**src/rtl/pbs_pkg.sv**
```systemverilog
`timescale 1ns / 1ps

package pbs_pkg;

	// Field widths fixed by the block's interface.
	localparam int CountW = 16;
	localparam int TickW  = 8;
	localparam int SpeedW = 4;
	localparam int ModeW  = 3;
	localparam int StepW  = TickW + SpeedW;

	// APB register map: register i sits at byte address 4*i.
	localparam int AddrW  = 5;
	localparam int DataW  = 32;
	localparam int RegIdxW = 3;

	typedef enum logic [RegIdxW-1:0] {
		REG_HOLD_TIME   = 3'd0,
		REG_GLITCH_TIME = 3'd1,
		REG_TICK_PERIOD = 3'd2,
		REG_SPEEDUP     = 3'd3,
		REG_BUTTON_LOCK = 3'd4
	} reg_idx_t;

	// Reset values of the registers and of the countdown.
	localparam logic [CountW-1:0] RstHoldTime   = 16'd500;
	localparam logic [CountW-1:0] RstGlitchTime = 16'd100;
	localparam logic [TickW-1:0]  RstTickPeriod = 8'd10;
	localparam logic [SpeedW-1:0] RstSpeedup    = 4'd4;

	// Mode codes as reported on the result channel.
	localparam logic [ModeW-1:0] MODE_UP_HOLD     = 3'd0;
	localparam logic [ModeW-1:0] MODE_UP_RELEASE  = 3'd1;
	localparam logic [ModeW-1:0] MODE_LED_BLINK   = 3'd2;
	localparam logic [ModeW-1:0] MODE_GOOD_HOLD   = 3'd3;
	localparam logic [ModeW-1:0] MODE_RUN_RELEASE = 3'd4;
	localparam logic [ModeW-1:0] MODE_RUN_HOLD    = 3'd5;

	// Sequencer state, one-hot.
	typedef enum logic [5:0] {
		ST_UP_HOLD     = 6'b000001,
		ST_UP_RELEASE  = 6'b000010,
		ST_LED_BLINK   = 6'b000100,
		ST_GOOD_HOLD   = 6'b001000,
		ST_RUN_RELEASE = 6'b010000,
		ST_RUN_HOLD    = 6'b100000
	} seq_state_t;

	// Configuration as seen by the sequencer core.
	typedef struct packed {
		logic [CountW-1:0] hold_time;
		logic [CountW-1:0] glitch_time;
		logic [TickW-1:0]  tick_period;
		logic [SpeedW-1:0] shutdown_speedup;
		logic              button_lock;
	} cfg_t;

	// Map the internal state onto the reported mode code.
	function automatic logic [ModeW-1:0] mode_code(input seq_state_t st);
		logic [ModeW-1:0] code;
		begin
			unique case (st)
				ST_UP_HOLD:     code = MODE_UP_HOLD;
				ST_UP_RELEASE:  code = MODE_UP_RELEASE;
				ST_LED_BLINK:   code = MODE_LED_BLINK;
				ST_GOOD_HOLD:   code = MODE_GOOD_HOLD;
				ST_RUN_RELEASE: code = MODE_RUN_RELEASE;
				ST_RUN_HOLD:    code = MODE_RUN_HOLD;
				default:        code = MODE_GOOD_HOLD;
			endcase
			return code;
		end
	endfunction

	// Countdown subtraction that clamps at zero.
	function automatic logic [CountW-1:0] sat_sub(input logic [CountW-1:0] a,
			input logic [CountW-1:0] b);
		begin
			return (a > b) ? (a - b) : '0;
		end
	endfunction

endpackage

```
**src/rtl/pbs_if.sv**
```systemverilog
`timescale 1ns / 1ps

// Tick channel: one item per tick with the sampled button level.
interface pbs_tick_if;
	logic valid;
	logic ready;
	logic button_held;

	modport source (output valid, output button_held, input ready);
	modport sink   (input valid, input button_held, output ready);
endinterface

// Result channel: one item per accepted tick.
interface pbs_result_if;
	logic                      valid;
	logic                      ready;
	logic [pbs_pkg::ModeW-1:0] mode;
	logic                      blink_pulse;
	logic                      shutdown_request;
	logic                      shutdown_active;
	logic                      in_good_hold;

	modport source (output valid, output mode, output blink_pulse,
		output shutdown_request, output shutdown_active, output in_good_hold,
		input ready);
	modport sink   (input valid, input mode, input blink_pulse,
		input shutdown_request, input shutdown_active, input in_good_hold,
		output ready);
endinterface

```
**src/rtl/power_button_sequencer_unit.sv**
```systemverilog
`timescale 1ns / 1ps

// Power-button sequencer.
// Each item on the tick channel is one periodic tick carrying the sampled
// button level. Every accepted item yields exactly one item on the result
// channel: the mode after the tick, the blink and shutdown-request pulses,
// the shutdown-active level and the good-hold flag.
// An item passes an input register and the sequencer logic into a result
// register. Its result is loaded into the result register when the item
// moves on from the input register, and can be taken from there. One item is
// accepted per cycle as long as the result channel keeps up; the state
// update is a single pass of short logic and limits nothing further.
// When the receiver stalls, the result register and the input register both
// hold, and tick.ready drops once both are full; nothing is lost.
// Reset puts the sequencer in power-up good hold with a countdown of 500,
// clears the shutdown flag and loads the register defaults (hold 500,
// glitch 100, tick 10, speedup 4, lock clear). The user is to write the APB
// registers only while idle; the block does not check it. pready stays high.
module power_button_sequencer_unit (
	input  logic                      clk,
	input  logic                      arst_n,
	input  logic                      psel,
	input  logic                      penable,
	input  logic                      pwrite,
	input  logic [pbs_pkg::AddrW-1:0] paddr,
	input  logic [pbs_pkg::DataW-1:0] pwdata,
	output logic [pbs_pkg::DataW-1:0] prdata,
	output logic                      pready,
	pbs_tick_if.sink                  tick,
	pbs_result_if.source              result
);

	pbs_pkg::cfg_t cfg;

	pbs_cfg u_cfg (
		.clk     (clk),
		.arst_n  (arst_n),
		.psel    (psel),
		.penable (penable),
		.pwrite  (pwrite),
		.paddr   (paddr),
		.pwdata  (pwdata),
		.prdata  (prdata),
		.pready  (pready),
		.cfg     (cfg)
	);

	pbs_core u_core (
		.clk    (clk),
		.arst_n (arst_n),
		.cfg    (cfg),
		.tick   (tick),
		.result (result)
	);

endmodule

```
**src/rtl/pbs_cfg.sv**
```systemverilog
`timescale 1ns / 1ps

module pbs_cfg (
	input  logic                       clk,
	input  logic                       arst_n,
	input  logic                       psel,
	input  logic                       penable,
	input  logic                       pwrite,
	input  logic [pbs_pkg::AddrW-1:0]  paddr,
	input  logic [pbs_pkg::DataW-1:0]  pwdata,
	output logic [pbs_pkg::DataW-1:0]  prdata,
	output logic                       pready,
	output pbs_pkg::cfg_t              cfg
);

	pbs_pkg::cfg_t    cfg_q;
	pbs_pkg::reg_idx_t idx;
	logic             wr_en;

	assign pready = 1'b1;
	assign idx    = pbs_pkg::reg_idx_t'(paddr[pbs_pkg::AddrW-1:2]);
	assign wr_en  = psel & penable & pwrite & pready;
	assign cfg    = cfg_q;

	// Register writes in the access phase; unmapped addresses are ignored.
	always_ff @(posedge clk or negedge arst_n) begin
		if (!arst_n) begin
			cfg_q.hold_time        <= pbs_pkg::RstHoldTime;
			cfg_q.glitch_time      <= pbs_pkg::RstGlitchTime;
			cfg_q.tick_period      <= pbs_pkg::RstTickPeriod;
			cfg_q.shutdown_speedup <= pbs_pkg::RstSpeedup;
			cfg_q.button_lock      <= 1'b0;
		end else if (wr_en) begin
			unique case (idx)
				pbs_pkg::REG_HOLD_TIME:   cfg_q.hold_time <= pwdata[pbs_pkg::CountW-1:0];
				pbs_pkg::REG_GLITCH_TIME: cfg_q.glitch_time <= pwdata[pbs_pkg::CountW-1:0];
				pbs_pkg::REG_TICK_PERIOD: cfg_q.tick_period <= pwdata[pbs_pkg::TickW-1:0];
				pbs_pkg::REG_SPEEDUP:     cfg_q.shutdown_speedup <= pwdata[pbs_pkg::SpeedW-1:0];
				pbs_pkg::REG_BUTTON_LOCK: cfg_q.button_lock <= pwdata[0];
				default: ;
			endcase
		end
	end

	// Read back, zero-extended to the bus width.
	always_comb begin
		unique case (idx)
			pbs_pkg::REG_HOLD_TIME:   prdata = {16'd0, cfg_q.hold_time};
			pbs_pkg::REG_GLITCH_TIME: prdata = {16'd0, cfg_q.glitch_time};
			pbs_pkg::REG_TICK_PERIOD: prdata = {24'd0, cfg_q.tick_period};
			pbs_pkg::REG_SPEEDUP:     prdata = {28'd0, cfg_q.shutdown_speedup};
			pbs_pkg::REG_BUTTON_LOCK: prdata = {31'd0, cfg_q.button_lock};
			default:                  prdata = '0;
		endcase
	end

endmodule

```
**src/rtl/pbs_core.sv**
```systemverilog
`timescale 1ns / 1ps

module pbs_core (
	input  logic          clk,
	input  logic          arst_n,
	input  pbs_pkg::cfg_t cfg,
	pbs_tick_if.sink      tick,
	pbs_result_if.source  result
);

	// Input stage.
	logic valid_s1;
	logic held_s1;
	logic advance;

	// Sequencer state.
	pbs_pkg::seq_state_t        state_q, state_d;
	logic [pbs_pkg::CountW-1:0] count_q, count_d;
	logic                       frozen_q, frozen_d;

	// Result register.
	logic                      out_valid_q;
	logic [pbs_pkg::ModeW-1:0] mode_q;
	logic                      blink_q, blink_d;
	logic                      request_q, request_d;
	logic                      active_q;
	logic                      good_q;

	logic [pbs_pkg::StepW-1:0]  run_step;
	logic [pbs_pkg::CountW-1:0] sub_base, sub_run;

	// The stage moves on when the result register is free or being emptied.
	assign advance    = valid_s1 & (~out_valid_q | result.ready);
	assign tick.ready = ~valid_s1 | advance;

	always_ff @(posedge clk or negedge arst_n) begin
		if (!arst_n) begin
			valid_s1 <= 1'b0;
		end else if (tick.ready) begin
			valid_s1 <= tick.valid;
		end
	end

	always_ff @(posedge clk) begin
		if (tick.ready && tick.valid) begin
			held_s1 <= tick.button_held;
		end
	end

	// Countdown steps: plain tick, and tick scaled by the speedup in run-held.
	assign run_step = cfg.tick_period * cfg.shutdown_speedup;
	assign sub_base = pbs_pkg::sat_sub(count_q,
		{{(pbs_pkg::CountW-pbs_pkg::TickW){1'b0}}, cfg.tick_period});
	assign sub_run  = pbs_pkg::sat_sub(count_q,
		{{(pbs_pkg::CountW-pbs_pkg::StepW){1'b0}}, run_step});

	// Next state for the item in the input stage.
	always_comb begin
		state_d   = state_q;
		count_d   = count_q;
		frozen_d  = frozen_q;
		blink_d   = 1'b0;
		request_d = 1'b0;
		if (!frozen_q) begin
			unique case (state_q)
				pbs_pkg::ST_UP_HOLD: begin
					if (!held_s1) begin
						count_d = cfg.hold_time;
						state_d = pbs_pkg::ST_UP_RELEASE;
					end else if (sub_base == '0) begin
						state_d = pbs_pkg::ST_LED_BLINK;
						count_d = cfg.glitch_time;
					end else begin
						count_d = sub_base;
					end
				end
				pbs_pkg::ST_UP_RELEASE: begin
					if (held_s1) begin
						state_d = pbs_pkg::ST_UP_HOLD;
						count_d = cfg.hold_time;
					end else begin
						count_d = sub_base;
						if (sub_base == '0) begin
							frozen_d  = 1'b1;
							request_d = 1'b1;
						end
					end
				end
				pbs_pkg::ST_LED_BLINK, pbs_pkg::ST_GOOD_HOLD: begin
					// The blink state runs the good-hold logic on the same tick.
					blink_d = (state_q == pbs_pkg::ST_LED_BLINK);
					state_d = pbs_pkg::ST_GOOD_HOLD;
					if (held_s1) begin
						count_d = cfg.glitch_time;
					end else begin
						count_d = sub_base;
						if (sub_base == '0) begin
							state_d = pbs_pkg::ST_RUN_RELEASE;
						end
					end
				end
				pbs_pkg::ST_RUN_RELEASE: begin
					if (held_s1) begin
						state_d = pbs_pkg::ST_RUN_HOLD;
						count_d = cfg.hold_time;
					end
				end
				pbs_pkg::ST_RUN_HOLD: begin
					if (!held_s1) begin
						state_d = pbs_pkg::ST_RUN_RELEASE;
					end else begin
						count_d = sub_run;
						if (sub_run == '0 && !cfg.button_lock) begin
							frozen_d  = 1'b1;
							request_d = 1'b1;
						end
					end
				end
				default: ;
			endcase
		end
	end

	// State and result valid update once per item.
	always_ff @(posedge clk or negedge arst_n) begin
		if (!arst_n) begin
			state_q     <= pbs_pkg::ST_GOOD_HOLD;
			count_q     <= pbs_pkg::RstHoldTime;
			frozen_q    <= 1'b0;
			out_valid_q <= 1'b0;
		end else begin
			if (advance) begin
				state_q  <= state_d;
				count_q  <= count_d;
				frozen_q <= frozen_d;
			end
			if (advance) begin
				out_valid_q <= 1'b1;
			end else if (result.ready) begin
				out_valid_q <= 1'b0;
			end
		end
	end

	// Result payload.
	always_ff @(posedge clk) begin
		if (advance) begin
			mode_q    <= pbs_pkg::mode_code(state_d);
			blink_q   <= blink_d;
			request_q <= request_d;
			active_q  <= frozen_d;
			good_q    <= (state_d == pbs_pkg::ST_GOOD_HOLD);
		end
	end

	assign result.valid            = out_valid_q;
	assign result.mode             = mode_q;
	assign result.blink_pulse      = blink_q;
	assign result.shutdown_request = request_q;
	assign result.shutdown_active  = active_q;
	assign result.in_good_hold     = good_q;

endmodule
```
**src/flat_wrapper.sv**
```systemverilog
// flat-port wrapper written by rule: the top's interface ports become plain ports
module power_button_sequencer_unit_flat 
  (clk, arst_n, psel, penable, pwrite, paddr, pwdata, prdata, pready, tick_valid, tick_button_held, tick_ready, result_valid, result_mode, result_blink_pulse, result_shutdown_request, result_shutdown_active, result_in_good_hold, result_ready);
  pbs_tick_if tick_i ();
  pbs_result_if result_i ();
  input  logic clk;
  input  logic arst_n;
  input  logic psel;
  input  logic penable;
  input  logic pwrite;
  input  logic [pbs_pkg::AddrW-1:0] paddr;
  input  logic [pbs_pkg::DataW-1:0] pwdata;
  output logic [pbs_pkg::DataW-1:0] prdata;
  output logic pready;
  input wire logic [$bits(tick_i.valid)-1:0] tick_valid;
  input wire logic [$bits(tick_i.button_held)-1:0] tick_button_held;
  output wire logic [$bits(tick_i.ready)-1:0] tick_ready;
  output wire logic [$bits(result_i.valid)-1:0] result_valid;
  output wire logic [$bits(result_i.mode)-1:0] result_mode;
  output wire logic [$bits(result_i.blink_pulse)-1:0] result_blink_pulse;
  output wire logic [$bits(result_i.shutdown_request)-1:0] result_shutdown_request;
  output wire logic [$bits(result_i.shutdown_active)-1:0] result_shutdown_active;
  output wire logic [$bits(result_i.in_good_hold)-1:0] result_in_good_hold;
  input wire logic [$bits(result_i.ready)-1:0] result_ready;
  assign tick_i.valid = tick_valid;
  assign tick_i.button_held = tick_button_held;
  assign tick_ready = tick_i.ready;
  assign result_valid = result_i.valid;
  assign result_mode = result_i.mode;
  assign result_blink_pulse = result_i.blink_pulse;
  assign result_shutdown_request = result_i.shutdown_request;
  assign result_shutdown_active = result_i.shutdown_active;
  assign result_in_good_hold = result_i.in_good_hold;
  assign result_i.ready = result_ready;
  power_button_sequencer_unit u_core (.clk(clk), .arst_n(arst_n), .psel(psel), .penable(penable), .pwrite(pwrite), .paddr(paddr), .pwdata(pwdata), .prdata(prdata), .pready(pready), .tick(tick_i), .result(result_i));
endmodule
```
**config.mk**
```make
export PLATFORM = sky130hd
export DESIGN_NAME = power_button_sequencer_unit_flat
export DESIGN_NICKNAME = d
export VERILOG_FILES = /design/src/rtl/pbs_pkg.sv /design/src/rtl/pbs_if.sv /design/src/rtl/power_button_sequencer_unit.sv /design/src/rtl/pbs_cfg.sv /design/src/rtl/pbs_core.sv /design/src/flat_wrapper.sv
export SDC_FILE = /design/constraint.sdc
export NUM_CORES = 1
export LEC_CHECK = 0
export BUFFER_PORTS_ARGS = -buffer_cell sky130_fd_sc_hd__buf_4
export CAP_MARGIN = 5
export CORE_MARGIN = 2
export CORE_UTILIZATION = 60
export DETAILED_ROUTE_END_ITERATION = 12
export PLACE_DENSITY = 0.82
export SETUP_SLACK_MARGIN = 0.3
export SKIP_LAST_GASP = 1
export SLEW_MARGIN = 20
export SYNTH_ARGS = -nofsm -noshare
export SYNTH_HDL_FRONTEND = slang
export SYNTH_SLANG_ARGS = --single-unit
export TNS_END_PERCENT = 5
```
**constraint.sdc**
```tcl
create_clock -name clk -period 10.3 [get_ports clk]
set_clock_uncertainty 0.2 [all_clocks]
set_input_delay 2.06 -clock clk [delete_from_list [all_inputs] [get_ports clk]]
set_output_delay 2.06 -clock clk [all_outputs]
set_load 0.01 [all_outputs]
```
### After elaboration in Yosys (flattened, before gate mapping)

Index checks and enable logic that the tools add are counted.

| cells by class | value |
|---|---|
| reduce and logical (&&, ||, !) cells | 16 |
| $mul | 1 |
| bitwise logic cells | 9 |
| order comparisons | 2 |
| add/sub/neg operators | 2 |
| equality and inequality tests | 18 |
| mux-type cells | 28 |

Operators with widths:

| cell | number |
|---|---|
| $pmux W16 S5 | 2 |
| $mux W16 | 8 |
| $mux W6 | 6 |
| $logic_not A16 Y1 | 2 |
| $pmux W6 S5 | 1 |
| $gt A16 B12 Y1 | 1 |
| $gt A16 B8 Y1 | 1 |
| $sub A16 B12 Y16 | 1 |
| $sub A16 B8 Y16 | 1 |
| $pmux W3 S5 | 1 |
| $eq A6 B1 Y1 const B | 2 |
| $eq A6 B2 Y1 const B | 2 |
| $eq A6 B3 Y1 const B | 2 |
| $eq A6 B4 Y1 const B | 2 |
| $eq A6 B5 Y1 const B | 2 |
| $eq A6 B6 Y1 const B | 2 |
| $mul A8 B4 Y12 | 1 |
| $mux W5 | 2 |
| $reduce_and A2 Y1 | 5 |
| $mux W1 | 7 |
| $eq A3 B2 Y1 const B | 2 |
| $reduce_and A5 Y1 | 1 |
| $reduce_bool A5 Y1 | 1 |
| $ne A2 B2 Y1 const B | 2 |
| other kinds (11) | 19 |

| word-level totals | value |
|---|---|
| flip-flop bits (word level) | 78 |

### Depth between registers and ports, before layout

| depth | value |
|---|---|
| depth in word-level cells | 9 |
| gate-level depth with buffers | 26 |

### By module

A second synthesis with hierarchy kept.

| unflattened totals | value |
|---|---|
| cell total of the unflattened synthesis | 813 |
| area total of the unflattened synthesis | 7200.7 sq um |

Modules (own cells, without submodules):

| module | cells each | area an instance (sq um) | times used | sequential area each (sq um) |
|---|---|---|---|---|
| pbs_core | 639 | 4880.9 | 1 | 874.6 |
| pbs_cfg | 174 | 2319.7 | 1 | 1141.1 |

### Worst setup path before layout

OpenSTA, ideal clock, no wires.

| timing path | value |
|---|---|
| path type | input -> output |
| start point | input port paddr[2] (netlist bit) |
| end point | output port prdata[0] (netlist bit) |
| stages on the path | 5 |
| data arrival time | 3.432 ns |
| path slack | 4.608 ns |
| buffers on the path | 2 |
| path through | buf_1 buf_1 nand2_1 o22a_1 o22ai_1 |

| on the way | value |
|---|---|
| word-level cells in the longest chain between the ends | 2 |
| elaborated cells between the ends (all ways) | 6 |

RTL lines:

| element | line | text |
|---|---|---|
| start: declaration | flat_wrapper.sv:11 | `input logic [pbs_pkg::AddrW-1:0] paddr;` |
| $eq A3 B3 Y1 (tied with other cells) | pbs_cfg.sv:47 | `unique case (idx)` |
| $pmux W16 S5 (*) | pbs_cfg.sv:47 |  |
| end: declaration | flat_wrapper.sv:13 | `output logic [pbs_pkg::DataW-1:0] prdata;` |

Mark *: on every way between the ends. The rest lies on a longest branch, timed or not.

### Worst setup path after layout

| timing path | value |
|---|---|
| start point | register u_core.u_cfg.cfg_q, in the netlist u_core.u_cfg.cfg[3] |
| end point | register u_core.u_core.count_q[13] (netlist bit) |

| on the way | value |
|---|---|
| word-level cells in the longest chain between the ends | 5 |
| elaborated cells between the ends (all ways) | 6 |

RTL lines:

| element | line | text |
|---|---|---|
| start: declaration | pbs_cfg.sv:16 | `pbs_pkg::cfg_t cfg_q;` |
| $mul A8 B4 Y12 (*) | pbs_core.sv:51 | `assign run_step = cfg.tick_period * cfg.shutdown_speedup;` |
| $sub A16 B12 Y16 / $gt A16 B12 Y1 (equally long branches) | pbs_pkg.sv:79 | `return (a > b) ? (a - b) : '0;` |
| $mux W16 (*) | pbs_pkg.sv:79 |  |
| $mux W16 (*) | pbs_core.sv:109 | `if (!held_s1) begin` |
| $pmux W16 S5 (*) | pbs_core.sv:65 | `unique case (state_q)` |
| end signal: assignment | pbs_core.sv:128 | `count_q <= pbs_pkg::RstHoldTime;` |
| end signal: assignment | pbs_core.sv:134 | `count_q <= count_d;` |
| end: declaration | pbs_core.sv:18 | `logic [pbs_pkg::CountW-1:0] count_q, count_d;` |

Mark *: on every way between the ends. The rest lies on a longest branch, timed or not. The select of a mux whose other input is x is not followed.
A chain may end at the register's enable or synchronous reset.

==> summary.txt <==
Synth
  – Area of the mapped netlist: 6870 um2
  – Sequential area share after synthesis: 0.293
  – Main flop type after synthesis: dfrtp_1
  – #FFs+latches synth: 78
  – Synth Warn #: 0
  – EDFF count, synth: 8
  – Cells after Synth: 778
  – Cell variety after synth: 72
  – FFs w/ async S/R, synth: 0.897
  – Synth Area per Inst: 8.84 um2

Setup path
  – Startpoint types: flip-flop
  – Critical Path AT: 6.38 ns
  – Delay-heaviest family, CP: compound AO/OA/AOI/OAI gates
  – Crit-path cells: nand2_1 -> fa_1 -> inv_1 -> fa_1 -> ha_1 -> a21o_1 -> a21oi_1 -> o21ai_0 -> a21oi_1 -> nor2b_1 -> o21a_1 -> o21ai_0 -> nand2_1 -> ha_1 -> a21oi_1 -> nor2b_1 -> o21ai_0 -> nor2b_1 -> nand3b_1 -> a21boi_0 -> or2_2 -> o31ai_1 -> a21oi_1 -> o21ai_0
  – CP max FO: 12
  – Critical-path top delay cell: dfstp_2
  – CP Class: reg -> reg
  – Worst path bufs/invs: 1
  – Crit-path max cell delay: 0.62 ns
  – CP endpoint kind: flip-flop
  – Required time worst endpoint: 10.30 ns

Worst hold path
  – HP Class: reg -> reg

STA
  – Final hold viol count: 0
  – RSZ-0062 raised after global routing: no
  – Tmin final: 6.38 ns
  – Pin slew with the least headroom to its limit: 0.892 ns
  – Slew Viols, Final: 0
  – Final TNS setup: 0 ns
  – Endpoints failing setup: 0
  – Crit share post-route: 0.619
  – Fmax: 157 MHz
  – Slew HR: 0.406

CTS
  – CTS tree: done
  – Clock Path Buffers: 2
  – Clock sink count: 78
  – # hold bufs at CTS: 0
  – Clk_lat worst skew: 0.34 ns
  – H-tree depth: 3
  – CTS Buf Count: 9
  – Clk slew on worst S/H paths: 0.06 ns
  – Post-CTS Resized: 0
  – Setup Fix Bufs, Post-CTS: 0
  – Clk root buf: clkbuf_16

Floorplanning
  – Std-Cell Core Area: 11,300 um2
  – Die width: 111 um
  – Die height: 111 um
  – Row count: 39
  – Initial Util: 0.607
  – I/O pin count: 87
  – Die footprint: 12,300 um2

Cells and area
  – Final Net Count: 899
  – Layout cells sized above 1: 0.195
  – Final Util: 0.667
  – N_diodes: 0
  – Synth-to-Final Area Change: 9.88%
  – Final Cell Area: 7550 um2

Pwr
  – Leakage power: 3.47 nW
  – Total chip power: 1.36 mW
  – Pwr/cell area: 180 nW/um2
  – Maximum vdd drop: 0.116 mV

Global routing
  – Vias in the first global route: 6,061
  – Overall Global Routing Usage: 0.322
  – Overflow left after global routing: 0
  – Global-route wire length before repair: 31,900 um
  – Initial antenna violation count: 0
  – Largest net degree at the start of global routing: 71

Detailed routing
  – DR iter-0 viols: 736
  – Vias/cell: 6.57
  – DR DRC count: 0
  – ANT nets after route: 0
  – Final wirelength: 19,800 um
  – Vias post-DR: 6,254
  – First drt pass iteration count: 6
  – Routed WL per cell: 20.7 um

Place
  – Dpl cell area: 7260 um2
  – IO buf count: 51
  – Gp weighted congestion: 1.03
  – Post-DP HPWL: 14,800 um

Run
  – Maximum Capacitance Violations: 0

Status
  – Outcome: finished, final reports clean
synth_stat cells, types with 3 or more instances:
cell      number  area (um2)
nor2_1        66         248
dfrtp_1       51        1280
a221o_1        6        60.1
a21oi_1       56         280
or2_2          6        37.5
edfxtp_1       8         240
nand4_1        6        37.5
nand2_1       49         184
o22a_1         4        35.0
dfstp_2       19         499
mux4_2         3        67.6
o211a_1        3        30.0
nand4b_1       3        26.3
inv_1         42         158
a31oi_1        5        31.3
buf_2          6        30.0
or3_1          6        37.5
buf_4         17         128
mux2_2        45         507
mux2i_1       15         150
ha_1          36         450
xor2_1        16         140
fa_1          14         280
a221oi_1      15         131
nor2b_1       12        75.1
buf_1          5        18.8
o21a_1        10        75.1
o211ai_1       6        45.0
a211oi_1       5        37.5
nor3_1         7        35.0
a21o_1        14         105
o22ai_1        7        43.8
clkbuf_1      30         113
nand3_1       16        80.1
nand3b_1       4        30.0
nor3b_1        3        22.5
nor4_1         6        37.5
nand2b_1       7        43.8
and2_1        30         188
a222oi_1       3        30.0
o21ai_0       49         245
o31ai_1       12        90.1
xnor2_1       15         131
o21ai_1        4        20.0
report_power, final:
part | internal (mW) | switching [mW] | leakage, nW
clock | 0.171 | 0.134 | 0.136
sequential | 0.356 | 0.0605 | 0.915
combinational | 0.267 | 0.367 | 2.42
total | 0.794 | 0.562 | 3.47
cell type report:
class	count	area [um2]
clock buffer	10	239
clock inverter	6	43.8
fill	931	3770
inverter	42	158
multi-input combinational	615	4480
sequential	78	2020
tap	143	179
timing repair buffer	58	435
layer usage:
layer / up-vias / global-route usage / share of wire
met3: 31 / 0.0448 / 0.091
met5: - / 0 / 0
met1: 3054 / 0.470 / 0.43
met4: 0 / 0.0807 / 0.012
li1: 2845 / - / -
met2: 324 / 0.511 / 0.47
flip-flops by register name, summed over array words and instances (netlist names):
signal and cells:
u_core.u_core.result.in_good_hold 1, u_core.u_core.valid_s1 1, u_core.u_core.result.mode 3, u_core.u_core.result.valid 1
u_core.u_core.result.shutdown_request 1, u_core.u_core.result.blink_pulse 1, u_core.u_core.frozen_q 1, u_core.u_core.count_q 16
u_core.u_core.state_q 6, u_core.u_core.result.shutdown_active 1, u_core.u_core.held_s1 1, u_core.u_cfg.cfg 45
placed cells by master (no fill, tap or decap), types with 7 or more instances in the layout:
cell        n
nor2_1     66
buf_4      58
a21oi_1    55
dfrtp_1    51
nand2_1    49
o21ai_0    49
mux2_2     45
inv_1      42
ha_1       36
and2_1     30
dfstp_2    19
conb_1     17
xor2_1     16
nand3_1    16
xnor2_1    15
mux2i_1    15
a221oi_1   15
a21o_1     14
fa_1       14
nor2b_1    12
o31ai_1    12
o21a_1     10
clkbuf_16   9
edfxtp_1    8
nand2b_1    7
nor3_1      7
o22ai_1     7
cell families (layout without fill, tap and decap cells):
| logic type | count (synthesis) | after routing | synth area share |
|---|---|---|---|
| AND/OR/NAND/NOR | 233 | 233 | 0.172 |
| AO/OA/AOI/OAI | 220 | 220 | 0.215 |
| buffers and inverters | 100 | 116 | 0.0650 |
| flip-flops | 78 | 78 | 0.293 |
| multiplexers | 64 | 64 | 0.108 |
| adder cells (fa/ha/maj) | 50 | 50 | 0.106 |
| XOR/XNOR | 31 | 31 | 0.0395 |
| other | 2 | 17 | 0.00109 |
stage by stage:
step | worst slack, ns | hold WS, ns | cells
after floorplan | 4.61 | 0.249 | 793
after global placement | 4.19 | 0.257 | 936
after detailed placement | 4.07 | 0.270 | 936
final | 3.92 | 0.283 | 952
after global routing | 3.44 | 0.312 | 952
after CTS | 4.02 | 0.287 | 952
path summary, 6_finish.rpt:
check / start / end / slack [ns] / cells past startpoint
min in group asynchronous: arst_n / u_core.u_cfg.cfg[5]$_DFFE_PN0P_ / 1.63 / 1
hold / removal: u_core.u_core.valid_s1$_DFFE_PN0N_ / u_core.u_core.result.valid$_DFFE_PN0P_ / 0.28 / 1
setup reg to reg: u_core.u_cfg.cfg[3]$_DFFE_PN1P_ / u_core.u_core.count_q[13]$_DFFE_PN0P_ / 3.92 / 24
hold reg to reg: u_core.u_core.valid_s1$_DFFE_PN0N_ / u_core.u_core.result.valid$_DFFE_PN0P_ / 0.28 / 1
max in group asynchronous: arst_n / u_core.u_core.state_q[0]$_DFFE_PN0P_ / 7.69 / 1
setup / recovery: u_core.u_cfg.cfg[3]$_DFFE_PN1P_ / u_core.u_core.count_q[13]$_DFFE_PN0P_ / 3.92 / 24
No activity file was read; power rests on OpenSTA's default activity.
